`config.mk`:
```
export PLATFORM = sky130hd
export DESIGN_NAME = telnet_command_stripper_top
export DESIGN_NICKNAME = d
export VERILOG_FILES = /design/src/tcs_pkg.sv /design/src/telnet_command_stripper_top.sv
export SDC_FILE = /design/constraint.sdc
export NUM_CORES = 1
export LEC_CHECK = 0
export ABC_AREA = 1
export BUFFER_PORTS_ARGS = -buffer_cell sky130_fd_sc_hd__buf_2
export CAP_MARGIN = 20
export CORE_ASPECT_RATIO = 0.8
export CORE_MARGIN = 2
export CORE_UTILIZATION = 50
export CTS_BUF_LIST = sky130_fd_sc_hd__clkbuf_8
export DETAILED_ROUTE_END_ITERATION = 10
export PLACE_DENSITY = 0.75
export SLEW_MARGIN = 20
export SYNTH_ARGS = -nofsm -noshare
export SYNTH_HDL_FRONTEND = slang
export SYNTH_SLANG_ARGS = --single-unit
```
`constraint.sdc`:
```
create_clock -name clk -period 2.3 [get_ports clk]
set_input_delay 0.345 -clock clk [delete_from_list [all_inputs] [get_ports clk]]
set_output_delay 0.345 -clock clk [all_outputs]
set_load 0.03 [all_outputs]
```
`src/tcs_pkg.sv`:
```
// ----------------------------------------------------------------------------
// tcs_pkg
// Shared types and TELNET code constants for the command stripper.
// ----------------------------------------------------------------------------
`timescale 1ns / 1ps
`default_nettype none

package tcs_pkg;

	localparam logic [7:0] TN_IAC      = 8'd255;
	localparam logic [7:0] TN_SE       = 8'd240;
	localparam logic [7:0] TN_SB       = 8'd250;
	localparam logic [7:0] TN_WILL     = 8'd251;
	localparam logic [7:0] TN_WONT     = 8'd252;
	localparam logic [7:0] TN_DO       = 8'd253;
	localparam logic [7:0] TN_DONT     = 8'd254;
	localparam logic [7:0] TN_OPT_ECHO = 8'd1;

	typedef enum logic [2:0] {
		PH_NORMAL = 3'd0,
		PH_IAC    = 3'd1,
		PH_OPTION = 3'd2,
		PH_SB     = 3'd3,
		PH_SBDATA = 3'd4,
		PH_SBIAC  = 3'd5
	} phase_t;

	typedef enum logic [1:0] {
		VERB_OTHER = 2'd0,
		VERB_WILL  = 2'd1,
		VERB_WONT  = 2'd2
	} verb_t;

endpackage

`default_nettype wire

```
`src/telnet_command_stripper_top.sv`:
```
// ----------------------------------------------------------------------------
// telnet_command_stripper_top
// Per-direction TELNET parser: strips IAC commands and subnegotiations,
// tracks remote ECHO state, tags data words with a suppress flag.
// ----------------------------------------------------------------------------
//  channel | signals                                  | dir
//  --------+------------------------------------------+-----
//  in      | in_valid, in_stall, direction, data_byte | in
//  out     | out_valid, out_stall, out_direction,     | out
//          | out_byte, suppress                       |
//  cfg     | cfg_wen, cfg_wdata (raw_mode)            | in
//
// One word per cycle sustained while the output is not stalled. A word is
// registered at the input (s1), parsed against the per-direction state, and
// then moves into the output register. Reset clears both parsers, both echo
// flags and selects raw mode. in_stall rises only while the output register is
// full and stalled; outside raw mode, command words leave no output word.
`timescale 1ns / 1ps
`default_nettype none

module telnet_command_stripper_top (
	input  wire logic       clk,
	input  wire logic       arst_n,
	input  wire logic       cfg_wen,
	input  wire logic       cfg_wdata,
	input  wire logic       in_valid,
	output logic            in_stall,
	input  wire logic       direction,
	input  wire logic [7:0] data_byte,
	output logic            out_valid,
	input  wire logic       out_stall,
	output logic            out_direction,
	output logic [7:0]      out_byte,
	output logic            suppress
);

	logic              raw_mode_q;
	logic              valid_s1;
	logic              dir_s1;
	logic [7:0]        byte_s1;
	tcs_pkg::phase_t   phase_q [2];
	tcs_pkg::verb_t    verb_q  [2];
	logic [1:0]        echo_q;

	logic              adv;
	logic              emit;
	logic              dir_o;
	tcs_pkg::phase_t   cur_phase;
	tcs_pkg::phase_t   nxt_phase;
	tcs_pkg::verb_t    nxt_verb;
	logic              echo_wr;
	logic              echo_val;

	assign adv      = !out_valid || !out_stall;
	assign in_stall = valid_s1 && !adv;
	assign dir_o    = ~dir_s1;
	assign cur_phase = phase_q[dir_s1];

	always_comb begin
		emit      = 1'b0;
		nxt_phase = cur_phase;
		nxt_verb  = verb_q[dir_s1];
		echo_wr   = 1'b0;
		echo_val  = 1'b0;
		if (raw_mode_q) begin
			emit = 1'b1;
		end else begin
			unique case (cur_phase)
				tcs_pkg::PH_IAC: begin
					if (byte_s1 == tcs_pkg::TN_IAC) begin
						emit      = 1'b1;
						nxt_phase = tcs_pkg::PH_NORMAL;
					end else if (byte_s1 == tcs_pkg::TN_WILL || byte_s1 == tcs_pkg::TN_WONT ||
							byte_s1 == tcs_pkg::TN_DO || byte_s1 == tcs_pkg::TN_DONT) begin
						if (byte_s1 == tcs_pkg::TN_WILL)
							nxt_verb = tcs_pkg::VERB_WILL;
						else if (byte_s1 == tcs_pkg::TN_WONT)
							nxt_verb = tcs_pkg::VERB_WONT;
						else
							nxt_verb = tcs_pkg::VERB_OTHER;
						nxt_phase = tcs_pkg::PH_OPTION;
					end else if (byte_s1 == tcs_pkg::TN_SB) begin
						nxt_phase = tcs_pkg::PH_SB;
					end else begin
						nxt_phase = tcs_pkg::PH_NORMAL;
					end
				end
				tcs_pkg::PH_OPTION: begin
					// WILL/WONT ECHO from one side sets the echo flag of the other
					if (byte_s1 == tcs_pkg::TN_OPT_ECHO) begin
						if (verb_q[dir_s1] == tcs_pkg::VERB_WILL) begin
							echo_wr  = 1'b1;
							echo_val = 1'b1;
						end else if (verb_q[dir_s1] == tcs_pkg::VERB_WONT) begin
							echo_wr  = 1'b1;
							echo_val = 1'b0;
						end
					end
					nxt_phase = tcs_pkg::PH_NORMAL;
				end
				tcs_pkg::PH_SB: begin
					nxt_phase = tcs_pkg::PH_SBDATA;
				end
				tcs_pkg::PH_SBDATA: begin
					nxt_phase = (byte_s1 == tcs_pkg::TN_IAC) ? tcs_pkg::PH_SBIAC
						: tcs_pkg::PH_SBDATA;
				end
				tcs_pkg::PH_SBIAC: begin
					nxt_phase = (byte_s1 == tcs_pkg::TN_SE) ? tcs_pkg::PH_NORMAL
						: tcs_pkg::PH_SBDATA;
				end
				default: begin
					if (byte_s1 == tcs_pkg::TN_IAC)
						nxt_phase = tcs_pkg::PH_IAC;
					else
						emit = 1'b1;
				end
			endcase
		end
	end

	always_ff @(posedge clk or negedge arst_n) begin
		if (!arst_n) begin
			raw_mode_q <= 1'b1;
		end else if (cfg_wen) begin
			raw_mode_q <= cfg_wdata;
		end
	end

	// input register
	always_ff @(posedge clk or negedge arst_n) begin
		if (!arst_n) begin
			valid_s1 <= 1'b0;
		end else if (!in_stall) begin
			valid_s1 <= in_valid;
		end
	end

	always_ff @(posedge clk) begin
		if (!in_stall && in_valid) begin
			dir_s1  <= direction;
			byte_s1 <= data_byte;
		end
	end

	// parser state, updated when the s1 word is consumed outside raw mode
	always_ff @(posedge clk or negedge arst_n) begin
		if (!arst_n) begin
			phase_q[0] <= tcs_pkg::PH_NORMAL;
			phase_q[1] <= tcs_pkg::PH_NORMAL;
			verb_q[0]  <= tcs_pkg::VERB_OTHER;
			verb_q[1]  <= tcs_pkg::VERB_OTHER;
			echo_q     <= 2'b00;
		end else if (valid_s1 && adv && !raw_mode_q) begin
			phase_q[dir_s1] <= nxt_phase;
			verb_q[dir_s1]  <= nxt_verb;
			if (echo_wr)
				echo_q[dir_o] <= echo_val;
		end
	end

	// output register
	always_ff @(posedge clk or negedge arst_n) begin
		if (!arst_n) begin
			out_valid <= 1'b0;
		end else if (adv) begin
			out_valid <= valid_s1 && emit;
		end
	end

	always_ff @(posedge clk) begin
		if (adv && valid_s1 && emit) begin
			out_direction <= dir_s1;
			out_byte      <= byte_s1;
			suppress      <= echo_q[dir_s1] && !raw_mode_q;
		end
	end

endmodule

`default_nettype wire

```
* Word level (Yosys, flattened, before mapping)
Cells that the tools add are included.
** Word-level totals
- Memory bits (read-only) :: 0
- Memories :: 0
- Flip-flop bits (word level) :: 34
- Output and inout bits :: 12
- Word-level logic and storage cells :: 99
- Bits in writable memories :: 0
- Latch bits :: 0
** Cells by class
- Equality and inequality tests :: 15
- Divide/modulo/power cells :: 0
- Mux-type cells :: 44
- Reduce and logical (&&, ||, !) cells :: 20
- Multiply operators :: 0
- Shifts and indexed selects :: 0
- Bitwise gates (word level) :: 2
- $add $sub $neg :: 0
- Magnitude comparators :: 5
** Operators by type and width (count)
- equality test 8 bit, second input constant :: 7
- 2-to-1 mux 2 bit :: 13
- 2-to-1 mux 3 bit :: 7
- 2-to-1 mux 1 bit :: 16
- case mux 3 bit (5 select lines) :: 1
- logical AND 1 bit :: 9
- equality test 8 x 1 -> 1 bit, second input constant :: 1
- bitwise mux 6 bit :: 1
- equality test 3 x 2 -> 1 bit, second input constant :: 2
- equality test 3 bit, second input constant :: 2
- logical NOT 1 bit :: 5
- bitwise mux 4 bit :: 1
- logical OR 1 bit :: 4
- less-than comparator 1 x 2 -> 1 bit, second input constant :: 2
- OR reduction 4 bit :: 1
- demux 3 bit (select 1 bit) :: 1
- equality test 3 x 1 -> 1 bit, second input constant :: 1
- bitwise mux 2 bit :: 1
- demux 2 bit (select 1 bit) :: 1
- equality test 2 x 1 -> 1 bit, second input constant :: 1
- equality test 2 bit, second input constant :: 1
- greater-or-equal comparator 2 bit, second input constant :: 1
- less-than comparator 2 x 1 -> 1 bit, second input constant :: 1
- inverter 1 -> 2 bit :: 1
- other kinds (5) :: 5

* Logic depth before layout (Yosys ltp)
Gate-level depths: netlist of run 1.
- Word-level depth :: 11
- Gate-level depth with buffers :: 10
- Depth with buffers taken out :: 10

* Worst setup path after synthesis of run 1
OpenSTA, ideal clock, no wires.
- Path type :: register to register
- Start point :: reg out_valid
- End point :: reg byte_s1[0], enable pin
- Stages on the path, launching flop included :: 6
- Period minus slack after synthesis :: 1.670 ns
- Data required time :: 2.022 ns
- Slack :: 0.630 ns
- Arrival time :: 1.392 ns
- Buffers on the path :: 0
- Cells stage by stage :: dfrtp_1 -> nand2_1 -> nor2_1 -> inv_1 -> nand2_1 -> inv_1
** On the way
- Cells in the longest elaborated chain, start to end :: 6
** RTL lines
- start, declared :: RTL line telnet_command_stripper_top.sv:30 : output logic out_valid,
- start signal, assigned :: RTL line telnet_command_stripper_top.sv:167 : out_valid <= valid_s1 && emit;
- logical NOT 1 bit :: RTL line telnet_command_stripper_top.sv:54 : assign adv = !out_valid || !out_stall;
- logical OR 1 bit :: RTL line telnet_command_stripper_top.sv:54
- logical NOT 1 bit :: RTL line telnet_command_stripper_top.sv:55 : assign in_stall = valid_s1 && !adv;
- logical AND 1 bit :: RTL line telnet_command_stripper_top.sv:55
- via in_stall :: RTL line telnet_command_stripper_top.sv:27 : output logic in_stall,
- logical NOT 1 bit :: RTL line telnet_command_stripper_top.sv:140 : if (!in_stall && in_valid) begin
- logical AND 1 bit :: RTL line telnet_command_stripper_top.sv:140
- end signal, assigned :: RTL line telnet_command_stripper_top.sv:142 : byte_s1 <= data_byte;
- end, declared :: RTL line telnet_command_stripper_top.sv:40 : logic [7:0] byte_s1;
The timed path passes the listed nets, and every way through them passes these cells.
A chain may end at the register's enable or synchronous reset.

* Worst setup path in the final report of run 1
- Start point :: reg dir_s1
- End point :: reg out_direction, enable pin
** On the way
- Cells in the longest elaborated chain, start to end :: 9
- Elaborated cells between the ends (all ways) :: 13
- Classes of those cells :: eq/ne (5); mux (5); bitwise (1); reduce/logical (2)
** RTL lines
- start, declared :: RTL line telnet_command_stripper_top.sv:39 : logic dir_s1;
- start signal, assigned :: RTL line telnet_command_stripper_top.sv:141 : dir_s1 <= direction;
- inverter 1 -> 2 bit (not written as such) (*) :: RTL line telnet_command_stripper_top.sv:57 : assign cur_phase = phase_q[dir_s1];
- 2-to-1 mux 3 bit (not written as such) (*) (3 in a row) :: RTL line telnet_command_stripper_top.sv:57
- equality test 3 bit or equality test 3 x 2 -> 1 bit (tied branches) :: RTL line telnet_command_stripper_top.sv:68 : unique case (cur_phase)
- OR reduction 4 bit (no source line)
- case mux 1 bit (2 select lines) (*) :: RTL line telnet_command_stripper_top.sv:68
- 2-to-1 mux 1 bit (*) :: RTL line telnet_command_stripper_top.sv:65 : if (raw_mode_q) begin
- logical AND 1 bit (*) :: RTL line telnet_command_stripper_top.sv:172 : if (adv && valid_s1 && emit) begin
- end signal, assigned :: RTL line telnet_command_stripper_top.sv:173 : out_direction <= dir_s1;
- end, declared :: RTL line telnet_command_stripper_top.sv:32 : output logic out_direction,
Mark *: on every way between the ends. The rest lies on a longest branch, timed or not. The select of a mux whose other input is x is not followed.

==> flow_metrics.py, run 1 <==
metrics = {
    "placement": {
        "dpl.cell_count": 256,
        "portBuffers": 26,
        "place_ws_ns": 0.198,
        "globalplace.congestion": 0.881,
        "dp_hpwl_um": 2370,
    },
    "power": {
        "leakage_uw": 0.000958,
        "power_density_nw_per_um2": 1030,
        "irDropWorstVdd_mv": 0.477,
        "finalPower_uw": 2030,
    },
    "worst_setup_path": {
        "cp.arrival_ns": 1.93,
        "cp_top_family": "buffers and inverters",
        "critPathBufInv": 3,
        "worstSetupPathType": "register to register",
        "worst_ep_required_time_ns": 2.24,
        "cp_max_fo": 10,
        "critPathSlowestCell": "edfxtp_1",
        "critPathMaxStageDelay_ns": 0.48,
        "worst_setup_path_start_kind": "register",
        "endpoint_kind": "register",
        "critical_path.cell_chain": "buf_4 > nand2_1 > o21ai_1 > buf_4 > nand2_4 > nand4_1 > nand2_1 > o21ai_1 > inv_1",
    },
    "clocking": {
        "clock_latency_ns": 0.28,
        "cts.sinks": 34,
        "cts_max_level": 2,
        "cts_root_buf": "clkbuf_8",
        "cts-buffers-inserted": 5,
        "cts_tree": "built",
        "ctsResizeCount": 0,
        "path_clk_slew_ns": 0.06,
        "clockBufferDepth": 2,
    },
    "floorplan": {
        "die_y_um": 55.7,
        "io_pins": 27,
        "start_util_pct": 53.3,
        "die_area_sq_um": 3820,
        "core.rowCount": 18,
        "core-area_sq_um": 3130,
        "die_w_um": 68.6,
    },
    "yosys": {
        "ys_async_sr_fraction_pct": 44.1,
        "synth.most_common_cell": "nand2_1",
        "synth_largest_area_cell": "edfxtp_1",
        "synthesis.area_sq_um": 1670,
        "synthDistinctLibCells": 26,
        "synth_common_cells": "nand2_1, inv_1, edfxtp_1",
        "syn-num-nets": 204,
        "postSynthCellCount": 188,
        "yosysWarnings": 0,
        "synth_area_per_cell_sq_um": 8.88,
        "synth_flop_cell": "edfxtp_1",
        "yosysTopAreaCellShare_pct": 34.2,
        "seq_area_frac_synth_pct": 56.7,
        "synth_edf_count": 19,
        "ys_ff_latch": 34,
        "synth_area_leaders": "edfxtp_1, dfrtp_1, nand2_1",
    },
    "sta": {
        "fmax_ghz": 0.504,
        "fin_crit_sh_pct": 86.3,
        "worst_slew_margin_rel_pct": 74.7,
        "skew_ns": 0.00317,
        "slew_violations": 0,
        "finalHoldViolCount": 0,
        "rsz0062_at_grt": "no",
        "fin_crit_ns": 1.99,
        "setup_ws_ns": 0.314,
        "worst_pin_slew_ns": 0.379,
        "setup_viol": 0,
        "finalSetupTns_ns": 0,
    },
    "route": {
        "dr.pass1.iters": 4,
        "drt_iter0_drc": 121,
        "vias_per_cell": 5.08,
        "finalWirelength_um": 3150,
        "wl_per_cell_um": 11.8,
        "via_count": 1356,
        "ant_nets": 0,
        "drc": 0,
    },
    "grt": {
        "antenna_found_initial": 0,
        "gr-usage-all-layers_pct": 19.0,
        "grt_pass1_wl_um": 5380,
        "grt_overflow": 0,
        "grt_pass1_vias": 1203,
        "grt_max_degree": 16,
    },
    "layout": {
        "stdcell_count": 267,
        "nNetsFinal": 242,
        "multi_input_area_sq_um": 621,
        "final_layout_size_suffix_gt1_share_pct": 22.5,
        "diodes": 0,
        "n_fill_cell": 254,
        "ff_latch_area_sq_um": 947,
        "syn_to_final_growth_pct": 17.8,
    },
    "run_status": {
        "run_status": "completed",
    },
    "hold_path": {
        "hold_path_class": "input pin to register",
    },
    "run": {
        "cap_violations": 0,
    },
}
## flip-flops by register name, summed over array words and instances, names as in the netlist, 2 cells and up
name	cells
phase_q	6
out_byte	8
byte_s1	8
verb_q	4
echo_q	2
## placed cells by master (no fill, tap or decap)
cell type / n
buf_4: 5
o21a_1: 1
edfxtp_1: 19
nand2_4: 2
nand3_1: 13
dfstp_2: 1
buf_2: 26
nor2_2: 1
dlygate4sd3_1: 1
or2_0: 1
nand4_1: 8
nor2_1: 16
nand3_4: 1
o21bai_1: 1
clkbuf_8: 5
a21oi_1: 2
nor2_4: 1
clkinv_1: 1
o21ai_1: 3
clkinv_2: 1
nor3_1: 1
and2_0: 1
ha_1: 1
nor3_4: 1
inv_1: 23
nand2_2: 4
nand2_1: 67
o21ai_0: 3
dfrtp_1: 14
inv_2: 2
nand3_2: 1
## cell type report
cell class | instances | share of cell area, %
Inverter | 24 | 4.58
Timing Repair Buffer | 32 | 9.03
Clock buffer | 5 | 3.50
Clock inverter | 3 | 0.636
Sequential cell | 34 | 48.2
Multi-Input combinational cell | 129 | 31.6
Tap cell | 40 | 2.54
## cell families after synthesis
family	count (synthesis)	share of synthesized area (%)
adders and majority gates	1	0.750
buffers and inverters	25	6.07
DFF	34	56.7
AOI/OAI and AO/OA	10	3.30
and+or+nand+nor	118	33.1
## final timing paths
check,cells after the start,slack (ns),startpoint,to
max,9,0.31,dir_s1,out_direction
max in group asynchronous,2,1.52,arst_n,raw_mode_q
min reg2reg,0,0.49,byte_s1[5],out_byte[5]
min,2,0.23,cfg_wen,raw_mode_q
min in group asynchronous,2,0.49,arst_n,echo_q[1]
max reg2reg,9,0.31,dir_s1,out_direction
## layer usage
metal	track usage [%]	up-vias	wire, um
li1	-	684	-
met1	29.1	613	1540
met2	25.4	51	1310
met3	5.47	8	250
met4	6.86	0	47
met5	0	-	0
## metrics by stage
stage	instance area (sq um)	utilization, %	hold slack [ns]
final	1970	62.8	0.231
after global routing	1970	62.8	0.224
after CTS	1950	62.4	0.230
after detailed placement	1860	59.4	0.267
after global placement	1860	59.4	0.262
after floorplan	1670	-	0.0494
## power breakdown
| part | internal, uW | switching, uW | total (uW) |
|---|---|---|---|
| registers | 821 | 85.6 | 907 |
| logic | 219 | 499 | 718 |
| clock network | 203 | 201 | 404 |
## repair_timing
item	CTS	global route
hold buffers	1	0
endpoints found under the hold margin	14	0
buffers inserted	0	2
endpoints found under the setup margin	0	10
Power figures use the tool's default switching activity.
==> run 2, diff against run 1 <==
--- a/config.mk
+++ b/config.mk
@@ -9,7 +9,7 @@
 export BUFFER_PORTS_ARGS = -buffer_cell sky130_fd_sc_hd__buf_2
 export CAP_MARGIN = 20
 export CORE_ASPECT_RATIO = 0.8
-export CORE_MARGIN = 2
+export CORE_MARGIN = 3
 export CORE_UTILIZATION = 50
 export CTS_BUF_LIST = sky130_fd_sc_hd__clkbuf_8
 export DETAILED_ROUTE_END_ITERATION = 10
==> flow_metrics.py, run 2 (synthesized netlist as in run 1, its figures left out) <==
metrics = {
    "power": {
        "p_clk_share_pct": 19.8,
        "switching_share_pct": 38.5,
        "leakage_uw": 0.000953,
        "combPwrFrac_pct": 35.4,
        "irDropWorstVdd_mv": 0.534,
        "power_density_nw_per_um2": 1030,
        "p_int_uw": 1240,
        "p_switching_uw": 778,
        "seqPwrFrac_pct": 44.8,
    },
    "route": {
        "wl_per_cell_um": 12.0,
        "ant_nets": 0,
        "drt_iter0_drc": 158,
        "drc": 0,
        "wl_met3_um": 177,
        "wl_met1_um": 1580,
        "finalWirelength_um": 3210,
        "met2_length_um": 1420,
        "dr.pass1.iters": 4,
        "vias_per_cell": 5.01,
        "via_count": 1333,
        "top_layer_used": "met4",
    },
    "layout": {
        "syn_to_final_growth_pct": 17.4,
        "final_layout_size_suffix_gt1_share_pct": 22.1,
        "n_fill_cell": 278,
        "diodes": 0,
        "reg_top3": "byte_s1 (8), out_byte (8), phase_q (6)",
        "ff_latch_area_sq_um": 947,
        "mostFrequentLayoutCell": "nand2_1",
        "nNetsFinal": 241,
        "final_cell_mix": "nand2_1, buf_2, inv_1",
        "multi_input_area_sq_um": 621,
    },
    "sta": {
        "fin_crit_ns": 1.97,
        "rsz0062_at_grt": "no",
        "setup_ws_ns": 0.331,
        "finalHoldViolCount": 0,
        "finalSetupTns_ns": 0,
        "fmax_ghz": 0.508,
        "skew_ns": 0.00784,
        "setup_viol": 0,
        "worst_pin_slew_ns": 0.389,
        "slew_violations": 0,
        "worst_slew_margin_rel_pct": 74.0,
        "fin_crit_sh_pct": 85.6,
    },
    "clocking": {
        "ctsResizeCount": 0,
        "cts-buffers-inserted": 5,
        "path_clk_slew_ns": 0.06,
        "cts_root_buf": "clkbuf_8",
        "clock_latency_ns": 0.28,
        "cts_tree": "built",
        "cts.sinks": 34,
        "cts_hold_buf": 1,
        "post_cts_buffers": 0,
        "cts_max_level": 2,
        "clockBufferDepth": 2,
    },
    "worst_setup_path": {
        "endpoint_kind": "register",
        "endpoint": "out_byte[4]",
        "r2r_slack_ns": 0.33,
        "cp.arrival_ns": 1.95,
        "r2r_end": "out_byte[4]",
        "cp_max_fo": 10,
        "worst_setup_path_start_kind": "register",
        "rr_worst_depth": 8,
        "worst_ep_required_time_ns": 2.28,
        "worstSetupPathType": "register to register",
        "startpoint": "dir_s1",
        "r2r_start": "dir_s1",
    },
    "grt": {
        "grt_overflow": 0,
        "antenna_found_initial": 0,
        "gr-usage-all-layers_pct": 17.9,
        "grt_max_degree": 16,
        "grt_pass1_wl_um": 5640,
        "grt_pass1_vias": 1241,
    },
    "placement": {
        "dp_hpwl_um": 2490,
        "place_ws_ns": 0.361,
        "portBuffers": 26,
        "globalplace.congestion": 0.864,
    },
    "hold_path": {
        "hold_path_class": "input pin to register",
    },
    "run_status": {
        "run_status": "completed",
    },
    "floorplan": {
        "die_w_um": 70.6,
        "start_util_pct": 53.3,
        "die_y_um": 57.7,
        "core-area_sq_um": 3130,
        "io_pins": 27,
        "die_area_sq_um": 4070,
        "core.rowCount": 18,
    },
    "run": {
        "cap_violations": 0,
    },
}
run 2: cell types whose count changed in the layout (fill, tap and decap cells not counted), sizes merged:
| cell | delta |
|---|---|
| buf | -1 |
run 2: per-stage QoR:
stage	hold slack [ns]	area, sq um	std cells	power [uW]	util (%)
final	0.240	1960	266	2020	62.6
after global routing	0.236	1960	266	2160	62.6
after CTS	0.234	1960	266	2030	62.6
after detailed placement	0.261	1870	257	1620	59.7
after global placement	0.261	1870	257	1620	59.7
after floorplan	0.0494	1670	188	1430	-
run 2: worst min path at each step:
stage	startpoint	depth (start not counted)	end	slack (ns)
CTS	data_byte[2]	1	byte_s1[2]	0.23
global placement	arst_n	1	verb_q[2]	0.26
floorplan	arst_n	0	echo_q[0]	0.05
finish	data_byte[1]	1	byte_s1[1]	0.24
detailed placement	arst_n	1	verb_q[2]	0.26
global route	data_byte[2]	1	byte_s1[2]	0.24
run 2: critical path, stage by stage, from the launching register on:
cell	delay, ns
edfxtp_1	0.50
inv_2	0.19
nand2_1	0.08
nand2_2	0.19
nand2_1	0.13
nand4_1	0.10
nand2_1	0.07
o21ai_1	0.19
inv_1	0.23
run 2: per-layer routing:
metal  global-route usage [%]  vias to the layer above
met4                     7.24                        0
met5                        0                        -
met2                     27.7                       39
li1                         -                      678
met3                     4.33                        4
met1                     24.6                      612
run 2: layout make-up:
type | instances | area share [%]
multi-input cells | 129 | 31.7
flip-flops and latches | 34 | 48.3
clock buffers | 5 | 3.51
inverters | 24 | 4.60
clock inverters | 3 | 0.639
well taps | 40 | 2.55
repair buffers | 31 | 8.68
run 2: power groups by stage:
stage	sequential [uW]	combinational, uW	clock, uW
2_1_floorplan	1010	419	0
3_3_place_gp	914	703	0
3_5_place_dp	917	706	0
4_1_cts	905	718	407
5_1_grt	921	802	435
6_report	904	715	400
==> run 3, diff against run 2 <==
--- a/config.mk
+++ b/config.mk
@@ -5,15 +5,15 @@
 export SDC_FILE = /design/constraint.sdc
 export NUM_CORES = 1
 export LEC_CHECK = 0
-export ABC_AREA = 1
+export ABC_AREA = 0
 export BUFFER_PORTS_ARGS = -buffer_cell sky130_fd_sc_hd__buf_2
 export CAP_MARGIN = 20
 export CORE_ASPECT_RATIO = 0.8
 export CORE_MARGIN = 3
-export CORE_UTILIZATION = 50
+export CORE_UTILIZATION = 40
 export CTS_BUF_LIST = sky130_fd_sc_hd__clkbuf_8
 export DETAILED_ROUTE_END_ITERATION = 10
-export PLACE_DENSITY = 0.75
+export PLACE_DENSITY = 0.63
 export SLEW_MARGIN = 20
 export SYNTH_ARGS = -nofsm -noshare
 export SYNTH_HDL_FRONTEND = slang
==> flow_metrics.py, run 3 <==
metrics = {
    "grt": {
        "grt_pass1_vias": 1153,
        "gr-usage-all-layers_pct": 15.3,
        "antenna_found_initial": 0,
        "grt_pass1_wl_um": 5610,
        "grt_max_degree": 16,
        "grt_overflow": 0,
    },
    "yosys": {
        "ys_async_sr_fraction_pct": 44.1,
        "postSynthCellCount": 124,
        "synth_edf_count": 19,
        "synth_common_cells": "edfxtp_1, dfrtp_1, nor2_1",
        "synthesis.area_sq_um": 1580,
        "syn-num-nets": 140,
        "synth.most_common_cell": "edfxtp_1",
        "yosysWarnings": 0,
        "synthDistinctLibCells": 43,
        "ys_ff_latch": 34,
        "yosysTopAreaCellShare_pct": 36.0,
        "seq_area_frac_synth_pct": 59.8,
        "synth_flop_cell": "edfxtp_1",
        "synth_area_leaders": "edfxtp_1, dfrtp_1, nor2_1",
        "synth_area_per_cell_sq_um": 12.8,
        "synth_largest_area_cell": "edfxtp_1",
    },
    "hold_path": {
        "min_path_cells": 2,
        "hold_path_class": "input pin to register",
        "min_from": "cfg_wen",
        "whs_endpoint": "raw_mode_q",
    },
    "sta": {
        "finalHoldViolCount": 0,
        "setup_ws_ns": 0.135,
        "fmax_ghz": 0.462,
        "fin_hold_ws_ns": 0.206,
        "skew_ns": 0.00696,
        "finalSetupTns_ns": 0,
        "fin_crit_sh_pct": 94.1,
        "rsz0062_at_grt": "no",
        "slew_violations": 0,
        "worst_pin_slew_ns": 0.451,
        "fin_crit_ns": 2.16,
        "worst_slew_margin_rel_pct": 69.5,
        "setup_viol": 0,
    },
    "layout": {
        "multi_input_area_sq_um": 623,
        "mostFrequentLayoutCell": "buf_2",
        "diodes": 0,
        "ff_latch_area_sq_um": 947,
        "final_layout_size_suffix_gt1_share_pct": 32.1,
        "n_fill_cell": 320,
        "syn_to_final_growth_pct": 21.1,
        "final_cell_mix": "buf_2, edfxtp_1, dfrtp_1",
        "nNetsFinal": 177,
        "design_area_sq_um": 1920,
        "reg_top3": "byte_s1 (8), out_byte (8), phase_q (6)",
    },
    "power": {
        "p_clk_share_pct": 33.5,
        "combPwrFrac_pct": 12.4,
        "p_switching_uw": 334,
        "power_density_nw_per_um2": 687,
        "irDropWorstVdd_mv": 0.413,
        "seqPwrFrac_pct": 54.1,
        "p_int_uw": 983,
        "leakage_uw": 0.000770,
        "switching_share_pct": 25.4,
        "finalPower_uw": 1320,
    },
    "floorplan": {
        "core-area_sq_um": 3610,
        "start_util_pct": 43.8,
        "die_y_um": 62.3,
        "io_pins": 27,
        "die_area_sq_um": 4760,
        "die_w_um": 76.4,
        "core.rowCount": 19,
    },
    "placement": {
        "globalplace.congestion": 0.786,
        "place_area_sq_um": 1800,
        "dp_hpwl_um": 2500,
        "portBuffers": 26,
        "place_ws_ns": 0.0634,
    },
    "clocking": {
        "clock_latency_ns": 0.29,
        "cts_root_buf": "clkbuf_8",
        "cts.sinks": 34,
        "post_cts_buffers": 0,
        "cts_tree": "built",
        "cts_max_level": 2,
        "path_clk_slew_ns": 0.06,
        "cts-buffers-inserted": 5,
        "clockBufferDepth": 2,
    },
    "route": {
        "drc": 0,
        "ant_nets": 0,
        "dr.pass1.iters": 4,
        "finalWirelength_um": 3300,
        "vias_per_cell": 5.31,
        "via_count": 1137,
        "wl_per_cell_um": 15.4,
        "drt_iter0_drc": 71,
    },
    "worst_setup_path": {
        "r2r_start": "dir_s1",
        "cp.arrival_ns": 2.33,
        "cp_max_fo": 4,
        "endpoint_kind": "register",
        "worst_setup_path_start_kind": "register",
        "worstSetupPathType": "register to register",
        "r2r_slack_ns": 0.14,
        "worst_ep_required_time_ns": 2.47,
        "r2r_end": "echo_q[1]",
        "rr_worst_depth": 7,
    },
    "run": {
        "cap_violations": 0,
    },
    "run_status": {
        "run_status": "completed",
    },
}
==> run 3: cell count changes after synthesis, moves of 3 or more <==
cell | before | now
mux2i_1 | 0 | 4
nand2_2 | 4 | 0
and2_1 | 0 | 4
inv_1 | 22 | 3
nand2_1 | 67 | 7
nand4_1 | 8 | 4
mux2_2 | 0 | 4
nand3_1 | 13 | 2
nor2_1 | 16 | 13
mux2_1 | 0 | 3
==> run 3: how the worst max path moves through the flow <==
stage	slack [ns]	to	start
detailed placement	0.06	echo_q[1]	dir_s1
finish	0.14	echo_q[1]	dir_s1
global route	0.04	echo_q[1]	dir_s1
global placement	0.1	echo_q[1]	dir_s1
floorplan	0.05	echo_q[1]	dir_s1
CTS	0.02	echo_q[1]	dir_s1
==> run 3: kinds of logic (layout without fill, tap and decap cells) <==
| group | Yosys count | count (layout) | share of synthesized area (%) |
|---|---|---|---|
| AO/OA/AOI/OAI | 20 | 20 | 8.14 |
| XOR/XNOR | 2 | 2 | 1.11 |
| adder cells (fa/ha/maj) | 1 | 1 | 0.790 |
| buffers and inverters | 6 | 44 | 1.97 |
| flip-flops | 34 | 34 | 59.8 |
| multiplexers | 14 | 14 | 11.3 |
| AND/OR/NAND/NOR | 47 | 47 | 16.9 |
==> run 3: layout make-up <==
type | count | area share [%]
clock inverter | 2 | 0.391
tap | 52 | 3.39
inverter | 4 | 0.783
multi-input combinational | 84 | 32.5
timing repair buffer | 32 | 9.26
sequential | 34 | 49.4
clock buffer | 6 | 4.31
==> run 3: worst max-delay path: stages, from the launching register on <==
cell      delay (ns)
edfxtp_1        0.39
buf_4           0.17
mux2_1          0.31
ha_1            0.32
nor2_1          0.14
nor4b_4         0.22
nor2b_1         0.17
mux2_1          0.33
==> run 3: routing by layer <==
metal  wire, um  share of wire, %  global-route usage, %
met1       1540                47                   20.2
met2       1540                46                   22.9
met3        156               4.7                   4.05
met4         68               2.1                   7.92
met5          0                 0                      0
==> run 3: power groups by stage <==
stage               clock, uW  combinational [uW]  sequential, uW
global placement            0                 159             723
floorplan                   0                72.4             750
detailed placement          0                 161             725
finish                    441                 164             713
global route              483                 178             718
CTS                       451                 164             713
==> run 3: through the flow <==
stage	utilization, %	std cells
2_1_floorplan	-	124
3_3_place_gp	49.8	205
3_5_place_dp	49.8	205
4_1_cts	52.6	214
5_1_grt	53.1	214
6_report	53.1	214
==> run 3: timing repair <==
action                                  in CTS  in global routing
hold buffers                                 1                  0
gates resized for setup                      0                  3
endpoints found under the setup margin       0                 12
endpoints found under the hold margin       14                  0
